**config.mk**
```make
export PLATFORM = sky130hd
export DESIGN_NAME = mef_forward
export DESIGN_NICKNAME = d
export VERILOG_FILES = /design/src/sv/mef_pkg.sv /design/src/sv/mef_forward.sv
export SDC_FILE = /design/constraint.sdc
export NUM_CORES = 1
export LEC_CHECK = 0
export BUFFER_PORTS_ARGS = -buffer_cell sky130_fd_sc_hd__buf_2
export CAP_MARGIN = 20
export CORE_MARGIN = 1
export CORE_UTILIZATION = 35
export DETAILED_ROUTE_END_ITERATION = 12
export PLACE_DENSITY = 0.77
export SETUP_SLACK_MARGIN = 0.2
export SLEW_MARGIN = 25
export SYNTH_ARGS = -nofsm -noshare
export SYNTH_HDL_FRONTEND = slang
export SYNTH_SLANG_ARGS = --single-unit
```
**constraint.sdc**
```tcl
create_clock -name vclk -period 2.21
set_clock_uncertainty 0.1 [all_clocks]
set_input_delay 0.221 -clock vclk [all_inputs]
set_output_delay 0.221 -clock vclk [all_outputs]
set_load 0.005 [all_outputs]
```
**src/sv/mef_pkg.sv**
```systemverilog
`default_nettype none
package mef_pkg;

    localparam logic [5:0] OP_NOP   = 6'd0;
    localparam logic [5:0] OP_SLL   = 6'd1;
    localparam logic [5:0] OP_SRL   = 6'd2;
    localparam logic [5:0] OP_SRA   = 6'd3;
    localparam logic [5:0] OP_JR    = 6'd4;
    localparam logic [5:0] OP_MFHI  = 6'd5;
    localparam logic [5:0] OP_MFLO  = 6'd6;
    localparam logic [5:0] OP_MULT  = 6'd7;
    localparam logic [5:0] OP_MULTU = 6'd8;
    localparam logic [5:0] OP_ADD   = 6'd9;
    localparam logic [5:0] OP_ADDU  = 6'd10;
    localparam logic [5:0] OP_SUB   = 6'd11;
    localparam logic [5:0] OP_AND   = 6'd12;
    localparam logic [5:0] OP_OR    = 6'd13;
    localparam logic [5:0] OP_XOR   = 6'd14;
    localparam logic [5:0] OP_NOR   = 6'd15;
    localparam logic [5:0] OP_NAND  = 6'd16;
    localparam logic [5:0] OP_SLT   = 6'd17;
    localparam logic [5:0] OP_JAL   = 6'd19;
    localparam logic [5:0] OP_ADDI  = 6'd23;
    localparam logic [5:0] OP_ADDIU = 6'd24;
    localparam logic [5:0] OP_SLTI  = 6'd25;
    localparam logic [5:0] OP_ANDI  = 6'd26;
    localparam logic [5:0] OP_ORI   = 6'd27;
    localparam logic [5:0] OP_NORI  = 6'd28;
    localparam logic [5:0] OP_LUI   = 6'd29;
    localparam logic [5:0] OP_LB    = 6'd30;
    localparam logic [5:0] OP_LH    = 6'd31;
    localparam logic [5:0] OP_LW    = 6'd32;
    localparam logic [5:0] OP_LBU   = 6'd33;
    localparam logic [5:0] OP_LHU   = 6'd34;
    localparam logic [5:0] OP_SB    = 6'd35;
    localparam logic [5:0] OP_SH    = 6'd36;
    localparam logic [5:0] OP_SW    = 6'd37;

    localparam logic [2:0] K_NONE  = 3'd0;
    localparam logic [2:0] K_RD    = 3'd1;
    localparam logic [2:0] K_RT    = 3'd2;
    localparam logic [2:0] K_LOAD  = 3'd3;
    localparam logic [2:0] K_STORE = 3'd4;
    localparam logic [2:0] K_LINK  = 3'd5;

    localparam logic [1:0] SRC_RF = 2'd0;
    localparam logic [1:0] SRC_WB = 2'd1;
    localparam logic [1:0] SRC_EX = 2'd2;

    localparam logic [4:0] LINK_REG = 5'd31;
    localparam logic [31:0] ADDR_BIAS = 32'd8;

    typedef struct packed {
        logic [5:0]  op;
        logic [4:0]  rs_index;
        logic [4:0]  rt_index;
        logic [4:0]  rd_index;
        logic [31:0] rs_value;
        logic [31:0] rt_value;
        logic [31:0] immediate;
        logic [4:0]  wb_reg;
        logic [31:0] wb_data;
        logic        wb_is_store;
        logic        halt_pending;
    } in_item_t;

    typedef struct packed {
        logic [31:0] result;
        logic [4:0]  dest_reg;
        logic [2:0]  dest_kind;
        logic [31:0] store_data;
        logic [1:0]  fwd_rs_source;
        logic [1:0]  fwd_rt_source;
        logic        overflow;
        logic        hilo_overwrite;
        logic        addr_out_of_range;
        logic        misaligned;
    } out_item_t;

    // forwarding source held by this stage
    typedef struct packed {
        logic [31:0] result;
        logic [4:0]  dest_reg;
        logic [2:0]  dest_kind;
    } held_t;

endpackage
`default_nettype wire

```
**src/sv/mef_forward.sv**
```systemverilog
`default_nettype none
module mef_forward (
    input  wire logic [4:0]     idx,
    input  wire logic [31:0]    reg_value,
    input  wire logic           used,
    input  wire logic [4:0]     wb_reg,
    input  wire logic [31:0]    wb_data,
    input  wire logic           wb_is_store,
    input  wire mef_pkg::held_t held,
    output logic [31:0]         value,
    output logic [1:0]          source
);
    import mef_pkg::*;

    logic ex_hit;
    logic wb_hit;

    always_comb
    begin
        ex_hit = (held.dest_reg == idx) && ((held.dest_kind == K_RD)
                 || (held.dest_kind == K_RT) || (held.dest_kind == K_LINK));
        wb_hit = (wb_reg == idx) && !wb_is_store;
        value  = reg_value;
        source = SRC_RF;
        if (used && idx != 5'd0)
        begin
            if (ex_hit)
            begin
                value  = held.result;
                source = SRC_EX;
            end
            else if (wb_hit)
            begin
                value  = wb_data;
                source = SRC_WB;
            end
        end
    end
endmodule
`default_nettype wire
```
==> metrics.sh, run 1 <==
POWER_FRAC_SEQ=0
VIA_COUNT=1920
POST_SYNTH_NUM_CELL_TYPES=24
INITIAL_UTILIZATION=0.378
CRIT_CHAIN='buf_8, or4_4, o21ai_4, o21ba_4, buf_12, o22ai_2, buf_2'
PLACE_AREA_SQ_UM=2170
MET1WIRELENGTH_MM=2.09
MIN_PERIOD_PS=2000
CP_DATA_ARRIVAL_TIME_PS=1680
FP-ROW-COUNT=22
CPPEAKSTAGEDELAY_PS=530
GRT_PASS1_VIAS=1656
CLOCK_BUF_COUNT=0
GRT_PASS1_WL_MM=7.62
DRT_FIRST_PASS_ITERS=4
SWSHARE=0.439
GLOBALROUTEOVERFLOWTOTAL=0
NETLIST_TOP_CELLS_AREA='o22ai_2 (26%), mux2i_1 (23%), nor4b_1 (20%)'
POSTROUTEWIRELENGTH_MM=5.26
CP_TOP_FAMILY='simple AND/OR/NAND/NOR gates'
GRT_MAX_DEGREE=33
DP.CELLS=355
SEQUENTIAL_CELL_AREA_SQ_UM=0
WORSTPATHBUFFERINVERTERCOUNT=3
CP_MAX_FO=10
MAXCAPVIOLATIONS=0
PLACEMENT.IO_BUFFERS=150
MET3WIRELENGTH_UM=348
GRT_UTIL_ALL_LAYERS=0.219
YOSYSWARNINGS=0
FINAL_HOLD_VIOL_COUNT=0
LAYOUT.NETS=441
FINAL_LAYOUT_SIZE_SUFFIX_GT1_FRAC=0.712
CTS.HOLD.BUFFERS_ADDED=0
DIE_WIDTH_UM=65.8
POSTSYNTHAREAPERCELL_SQ_UM=8.43
WORST_SLEW_PIN_SLEW_PS=382
SETUP-TNS-FINAL_PS=0
TIMING.CRITICAL_PATH.SLOWEST_STAGE_CELL='or4_4'
PORTION_OF_TOTAL_POWER_ATTRIBUTED_TO_THE_CLOCK_NETWORK=0
MAXSLEWHEADROOM=0.745
INTERNAL_POWER_uW=221
ROUTED_VIA_DENSITY=5.18
CELLLEAKAGEPOWER_uW=0.00116
CRITICALPATHCATEGORY='input pin to output port'
MET2WIRELENGTH_MM=2.78
DETAIL_ROUTE.ITER0.VIOLATIONS=34
ANTENNA_VIOLATING_NETS_POST_ROUTE=0
SYNTH.NET_COUNT=285
POWER_SWITCHING_uW=173
DIE-AREA_SQ_UM=4330
CP_DATA_REQUIRED_TIME_PS=1890
FLOORPLAN.CORE_AREA_SQ_UM=3770
LAYOUT.FILLER_CELLS=296
ROUTED_WIRE_LENGTH_PER_INSTANCE_UM=14.2
TIMING.FINAL.MAX_SLEW_VIOLATIONS=0
SETUP_VIOL=0
SYN_AREA_SQ_UM=1420
RSZ0062_AT_GRT='true'
DIE-HEIGHT_UM=65.8
FINAL_INSTANCE_AREA_SQ_UM=2610
LAYOUT.CELLS.MOST_COMMON_LIST='buf_2 (142), inv_1 (32), o22ai_2 (32), mux2i_1 (29), nor4b_1 (25)'
DP_HPWL_MM=3.55
AREA_OF_THE_MULTI_INPUT_GATES_SQ_UM=1350
FINAL_COMMON_CELL='buf_2'
FINAL_WTD_CONGESTION=0.761
ANTENNADIODECOUNT=0
COMBPWRFRAC=1.000
DETAIL_ROUTE.DRC_VIOLATIONS=0
SEQUENTIAL_CELL_TOTAL=0
CELLPOWERDENSITY_nW_PER_UM2=151
DR.MAX_LAYER_USED='met4'
COUNT_OF_MAPPED_CELLS_OUT_OF_SYNTHESIS=169
MIN_PERIOD_OVER_PERIOD=0.906
FINAL_CELL_COUNT_NO_FILL=371
CRITICAL_PATH.ENDPOINT_TYPE='output port'
SYNTH.LARGEST_AREA_CELL='o22ai_2'
RUN_STATUS='completed'
FLOW.AREA_GROWTH_FROM_SYNTHESIS_PCT=83.2
IOPINCOUNT=150
FMAX_GHz=0.499
SYNTH-SEQ-AREA-SHARE=0
WORST_SETUP_PATH_START_KIND='input pin'
SYNTH_TOP_AREA_FRAC=0.264
ANTENNA_FOUND_INITIAL=0
VDD_DROP_MAX_mV=0.150
WORSTHOLDPATHTYPE='input pin to output port'
[synth_stat cells (all sizes together)]
master   n
buf      7
bufbuf   1
clkbuf  11
inv     32
mux2i   33
nand2    1
nand3    1
nand4    1
nor2     1
nor3     2
nor3b    1
nor4     1
nor4b   32
o21ai    1
o21ba    1
o22ai   32
or4      1
xnor2    9
xor2     1
[power groups by stage]
stage,Sequential (uW),Clock [uW],Combinational (uW)
after global routing,0,0,426
after global placement,0,0,331
after detailed placement,0,0,337
final,0,0,395
after CTS,0,0,366
after floorplan,0,0,177
[worst min-delay path: stages]
cell and delay (ps):
buf_2 90, inv_1 50, o22ai_2 70, buf_2 120
[cell type report]
| cell class | count | area share |
|---|---|---|
| multi-input cells | 119 | 0.518 |
| well taps | 48 | 0.0230 |
| inverters | 32 | 0.0460 |
| repair buffers | 172 | 0.413 |
[final timing paths]
kind	from	to	slack (ps)	cells after the start
worst max-delay path	idx[0]	value[16]	210	7
worst min-delay path	reg_value[2]	value[2]	680	4
[metrics by stage]
step | worst slack [ps] | util | total power (uW) | hold WS [ps]
global route | 150 | 0.692 | 426 | 690
detailed placement | 35.6 | 0.577 | 337 | 668
floorplan | 463 | - | 177 | 455
finish | 208 | 0.692 | 395 | 677
CTS | 182 | 0.648 | 366 | 665
global placement | 138 | 0.577 | 331 | 664
[metal layers]
metal,track usage,vias up
li1,-,945
met1,0.259,880
met2,0.435,91
met3,0.0190,4
met4,0.0136,0
met5,0,-
[kinds of logic (layout without fill, tap and decap cells)]
| group | count (synthesis) | after routing | share of synthesized area |
|---|---|---|---|
| AO/OA/AOI/OAI | 34 | 35 | 0.295 |
| buffers and inverters | 51 | 204 | 0.169 |
| multiplexers | 33 | 33 | 0.232 |
| XOR/XNOR | 10 | 10 | 0.0615 |
| AND/OR/NAND/NOR | 41 | 41 | 0.243 |
[timing repair]
item,in CTS,in global routing
setup buffers,12,1
gates cloned,3,0
gates resized for setup,23,33
pin swaps,14,5
setup endpoints to repair,32,32
Note: power is estimated with default switching activity, not from simulation.
==> run 2: changes to the inputs <==
==> constraint.sdc (replaced) <==
create_clock -name vclk -period 1.9
set_clock_uncertainty 0.1 [all_clocks]
set_input_delay 0.19 -clock vclk [all_inputs]
set_output_delay 0.19 -clock vclk [all_outputs]
set_load 0.005 [all_outputs]
==> run 2 against run 1 <==
Against the previous run: the flow now finishes with violations (setup timing); clock-buffer cell count stayed put; sequential cell count stayed put; die area stayed put; largest cell class unchanged; critical path type unchanged; first-iteration DRC count is 110% higher; highest routed layer unchanged; hold slack worse by 68 ps; wire length is 12% higher.
==> metrics.sh, run 2 (synthesized netlist as in run 1, its figures left out) <==
RUN_STATUS='finished with violations'
FAILED_CHECKS='setup timing'
DETAIL_ROUTE.DRC_VIOLATIONS=0
CP_DATA_REQUIRED_TIME_PS=1610
FINAL_WTD_CONGESTION=0.779
CLOCK_BUF_COUNT=0
FLOORPLAN.CORE_AREA_SQ_UM=3770
FMAX_GHz=0.508
ROUTED_WIRE_LENGTH_PER_INSTANCE_UM=15.9
LAYOUT.NETS=441
RSZ0062_AT_GRT='true'
INITIAL_UTILIZATION=0.378
FINAL_LAYOUT_SIZE_SUFFIX_GT1_FRAC=0.749
TIMING.FINAL.MAX_SLEW_VIOLATIONS=0
VIA_COUNT=1960
CP_MAX_FO=7
GRT_MAX_DEGREE=33
MIN_DELAY_PATH_DEPTH=4
POWER_FRAC_SEQ=0
CRITICALPATHCATEGORY='input pin to output port'
FINAL_HOLD_VIOL_COUNT=0
CELLPOWERDENSITY_nW_PER_UM2=179
ANTENNA_VIOLATING_NETS_POST_ROUTE=0
CRITICAL_PATH.ENDPOINT_TYPE='output port'
FINAL_CRITICAL_PATH_SETUP_SLACK_PS=-68.7
FINAL_COMMON_CELL='buf_2'
GRT_PASS1_VIAS=1869
ANTENNA_FOUND_INITIAL=0
FP-ROW-COUNT=22
MAXCAPVIOLATIONS=0
DIE-AREA_SQ_UM=4330
ROUTED_VIA_DENSITY=5.28
GRT_UTIL_ALL_LAYERS=0.242
WORST_HOLD_PATH.ENDPOINT='value[31]'
PLACEMENT.IO_BUFFERS=150
MAXSLEWHEADROOM=0.711
PORTION_OF_TOTAL_POWER_ATTRIBUTED_TO_THE_CLOCK_NETWORK=0
SETUP_VIOL=32
MIN_PERIOD_PS=1970
FINAL_CORE_UTIL=0.734
CTS.HOLD.BUFFERS_ADDED=0
HOLD_PATH_STARTPOINT='reg_value[31]'
WORST_SETUP_PATH_START_KIND='input pin'
SETUP-TNS-FINAL_PS=-1210
WORSTHOLDPATHTYPE='input pin to output port'
GLOBALROUTEOVERFLOWTOTAL=0
SEQUENTIAL_CELL_AREA_SQ_UM=0
FLOW.AREA_GROWTH_FROM_SYNTHESIS_PCT=94.5
DP_HPWL_MM=3.57
DIE-HEIGHT_UM=65.8
INTERNAL_POWER_uW=274
MIN_PERIOD_OVER_PERIOD=1.04
LAYOUT.FILLER_CELLS=294
SEQUENTIAL_CELL_TOTAL=0
LAYOUT.CELLS.MOST_COMMON_LIST='buf_2 (143), inv_1 (32), o22ai_2 (29), mux2i_1 (23), nor4b_1 (21)'
CELLLEAKAGEPOWER_uW=0.00122
DIE_WIDTH_UM=65.8
CP_DATA_ARRIVAL_TIME_PS=1680
ANTENNADIODECOUNT=0
SWSHARE=0.447
VDD_DROP_MAX_mV=0.154
WORST_SLEW_PIN_SLEW_PS=433
POWER_SWITCHING_uW=221
DRT_FIRST_PASS_ITERS=4
GRT_PASS1_WL_MM=8.34
COMBPWRFRAC=1.000
DETAIL_ROUTE.ITER0.VIOLATIONS=70
POSTROUTEWIRELENGTH_MM=5.89
IOPINCOUNT=150
-- run 2: changes by cell type in the layout (fill, tap and decap cells not counted), moves of 4 or more --
cell / change
buf_6: -8
mux2i_1: -6
nor4b_1: -4
xnor2_1: -4
xnor2_2: +5
-- run 2: layer usage --
layer  track usage  part of all wire  up-vias  wire length, um
met3        0.0362             0.072       10              422
met5             0                 0        -                0
met2         0.501              0.55       99             3240
li1              -                 -      945                -
met4        0.0353             0.016        0               94
met1         0.251              0.36      906             2140
-- run 2: worst max path at each step --
stage          startpoint   endpoint  slack (ps)  cells past startpoint
2_1_floorplan      idx[0]   value[0]         220                      5
3_3_place_gp       idx[2]  value[31]        -130                      7
3_5_place_dp       idx[0]   value[6]        -220                      7
4_1_cts            idx[0]   value[0]         -50                      7
5_1_grt            idx[0]  value[31]        -110                      6
6_report           idx[0]  value[28]         -70                      7
-- run 2: power groups by stage --
stage                     logic, uW  registers (uW)  clock network, uW
after floorplan                 206               0                  0
after global placement          389               0                  0
after detailed placement        397               0                  0
final                           495               0                  0
after CTS                       443               0                  0
after global routing            531               0                  0
-- run 2: timing repair --
action,in CTS,in global routing
setup endpoints to repair,34,34
pin swaps,6,6
gates resized for setup,31,36
setup buffers,4,4
gates cloned,4,2
-- run 2: cell type report --
cell class	count	area (sq um)	area share
multi-input combinational	120	1480	0.535
tap	48	60.1	0.0217
inverter	32	120	0.0434
timing repair buffer	171	1110	0.400
-- run 2: worst max-delay path, stage by stage --
cell	delay (ps)
buf_8	110
or4_4	540
o21ai_4	220
o21ba_4	210
buf_12	140
o22ai_2	140
buf_2	130
-- run 2: metrics by stage --
| step | total power [uW] | instances | setup slack [ps] | hold slack (ps) | area [sq um] |
|---|---|---|---|---|---|
| floorplan | 206 | 169 | 215 | 393 | 1420 |
| CTS | 443 | 365 | -48.0 | 607 | 2500 |
| global route | 531 | 371 | -109 | 627 | 2770 |
| detailed placement | 397 | 357 | -220 | 607 | 2200 |
| finish | 495 | 371 | -68.7 | 609 | 2770 |
| global placement | 389 | 357 | -129 | 601 | 2200 |
==> run 3: changes to the inputs <==
--- a/config.mk
+++ b/config.mk
@@ -8,9 +8,9 @@
 export BUFFER_PORTS_ARGS = -buffer_cell sky130_fd_sc_hd__buf_2
 export CAP_MARGIN = 20
 export CORE_MARGIN = 1
-export CORE_UTILIZATION = 35
+export CORE_UTILIZATION = 37
 export DETAILED_ROUTE_END_ITERATION = 12
-export PLACE_DENSITY = 0.77
+export PLACE_DENSITY = 0.8
 export SETUP_SLACK_MARGIN = 0.2
 export SLEW_MARGIN = 25
 export SYNTH_ARGS = -nofsm -noshare
==> run 3 against run 2 <==
Against the previous run: the run still ends with setup timing left; setup slack got worse by 60 ps; wire length shrank 10%; utilization fell by 4.2 points; combinational power is 6.7% lower; highest routed layer unchanged.
==> metrics.sh, run 3 (synthesized netlist as in run 1, its figures left out) <==
MAXCAPVIOLATIONS=0
GRT_UTIL_ALL_LAYERS=0.225
DIE-AREA_SQ_UM=4100
IOPINCOUNT=150
TIMING.CRITICAL_PATH.SLOWEST_STAGE_CELL='or4_4'
PLACE_AREA_SQ_UM=2220
VDD_DROP_MAX_mV=0.147
INITIAL_UTILIZATION=0.386
WORST_SLEW_PIN_SLEW_PS=385
VIA_COUNT=1965
FAILED_CHECKS='setup timing'
POSTROUTEWIRELENGTH_MM=5.30
CTS.HOLD.BUFFERS_ADDED=0
MIN_DELAY_PATH_DEPTH=4
FMAX_GHz=0.493
CRITICAL_PATH.ENDPOINT_TYPE='output port'
SWSHARE=0.441
ANTENNADIODECOUNT=0
FP-ROW-COUNT=22
CP_MAX_FO=13
WORSTHOLDPATHTYPE='input pin to output port'
CP_DATA_ARRIVAL_TIME_PS=1740
DP_HPWL_MM=3.57
WORST_SETUP_PATH_START_KIND='input pin'
MAXSLEWHEADROOM=0.740
ANTENNA_FOUND_INITIAL=0
CRITICALPATHCATEGORY='input pin to output port'
FINAL_CRITICAL_PATH_SETUP_SLACK_PS=-128
FINAL_CORE_UTIL=0.692
CELLLEAKAGEPOWER_uW=0.00114
FLOORPLAN.CORE_AREA_SQ_UM=3690
WORST_HOLD_PATH.ENDPOINT='value[4]'
FINAL_WTD_CONGESTION=0.739
GRT_PASS1_WL_MM=7.59
CP_DATA_REQUIRED_TIME_PS=1610
CRIT_CHAIN='buf_6, buf_6, or4_4, o21ai_4, o21ba_4, buf_12, o22ai_2, buf_2'
LAYOUT.CELLS.MOST_COMMON_LIST='buf_2 (149), inv_1 (32), o22ai_2 (31), nor4b_1 (25), mux2i_1 (23)'
SEQUENTIAL_CELL_AREA_SQ_UM=0
CELLPOWERDENSITY_nW_PER_UM2=181
WORSTPATHBUFFERINVERTERCOUNT=4
DETAIL_ROUTE.DRC_VIOLATIONS=0
RSZ0062_AT_GRT='true'
HOLD_PATH_STARTPOINT='reg_value[4]'
CPPEAKSTAGEDELAY_PS=540
FINAL_LAYOUT_SIZE_SUFFIX_GT1_FRAC=0.706
DIE_WIDTH_UM=64.0
POWER_FRAC_SEQ=0
POWER_SWITCHING_uW=203
SETUP_VIOL=34
DIE-HEIGHT_UM=64.0
DRT_FIRST_PASS_ITERS=4
GLOBALROUTEOVERFLOWTOTAL=0
CRITICAL_PATH.MOST_COMMON_CELL='buf_6'
MIN_PERIOD_PS=2030
ROUTED_WIRE_LENGTH_PER_INSTANCE_UM=14.1
INTERNAL_POWER_uW=258
ROUTED_VIA_DENSITY=5.24
RUN_STATUS='finished with violations'
ANTENNA_VIOLATING_NETS_POST_ROUTE=0
FINAL_COMMON_CELL='buf_2'
PORTION_OF_TOTAL_POWER_ATTRIBUTED_TO_THE_CLOCK_NETWORK=0
LAYOUT.NETS=445
CLOCK_BUF_COUNT=0
GRT_PASS1_VIAS=1747
DETAIL_ROUTE.ITER0.VIOLATIONS=62
TIMING.FINAL.MAX_SLEW_VIOLATIONS=0
FINAL_HOLD_VIOL_COUNT=0
SEQUENTIAL_CELL_TOTAL=0
COMBPWRFRAC=1.000
FLOW.AREA_GROWTH_FROM_SYNTHESIS_PCT=79.3
SETUP-TNS-FINAL_PS=-3250
FINAL_INSTANCE_AREA_SQ_UM=2550
PLACEMENT.IO_BUFFERS=150
CP_TOP_FAMILY='simple AND/OR/NAND/NOR gates'
MIN_PERIOD_OVER_PERIOD=1.07
GRT_MAX_DEGREE=33
==> run 3: cell types whose count changed in the layout (fill, tap and decap cells not counted), sizes merged <==
| cell | change |
|---|---|
| buf | +5 |
| clkbuf | -1 |
==> run 3: power groups by stage <==
stage | clock network [uW] | logic, uW | registers (uW)
after floorplan | 0 | 206 | 0
final | 0 | 462 | 0
after CTS | 0 | 422 | 0
after detailed placement | 0 | 399 | 0
after global routing | 0 | 494 | 0
after global placement | 0 | 392 | 0
==> run 3: how the worst max path moves through the flow <==
stage / from / endpoint / slack, ps / cells past startpoint
after global routing: idx[4] / value[27] / -240 / 8
after global placement: idx[0] / value[20] / -180 / 7
final: idx[0] / value[22] / -130 / 8
after floorplan: idx[0] / value[0] / 220 / 5
after detailed placement: idx[0] / value[14] / -230 / 8
after CTS: idx[0] / value[23] / -110 / 7
==> run 3: routing by layer <==
metal / vias to the layer above / track usage / wire length, um
met2: 95 / 0.449 / 2770
met1: 912 / 0.255 / 2120
met5: - / 0 / 0
met4: 0 / 0.0341 / 38
met3: 4 / 0.0214 / 376
li1: 954 / - / -
==> run 3: timing repair <==
| action | CTS | global route |
|---|---|---|
| pin swaps | 2 | 3 |
| gates cloned | 2 | 1 |
| setup endpoints to repair | 34 | 34 |
| gates resized for setup | 21 | 20 |
| buffers inserted | 4 | 7 |
==> run 3: metrics by stage <==
stage               hold slack [ps]  cells  power (uW)  worst slack [ps]
floorplan                       393    169         206               215
global placement                603    361         392              -185
detailed placement              611    361         399              -225
CTS                             613    367         422              -108
global route                    630    375         494              -240
finish                          617    375         462              -128
==> run 3: area by class of cell <==
cell class | instances | area, sq um
well taps | 48 | 60.1
repair buffers | 175 | 1040
multi-input cells | 120 | 1330
inverters | 32 | 120
fillers | 318 | 1140
==> run 3: worst min-delay path, cell delays in order <==
cell and delay, ps:
buf_2 90, inv_1 50, o22ai_2 70, buf_2 120
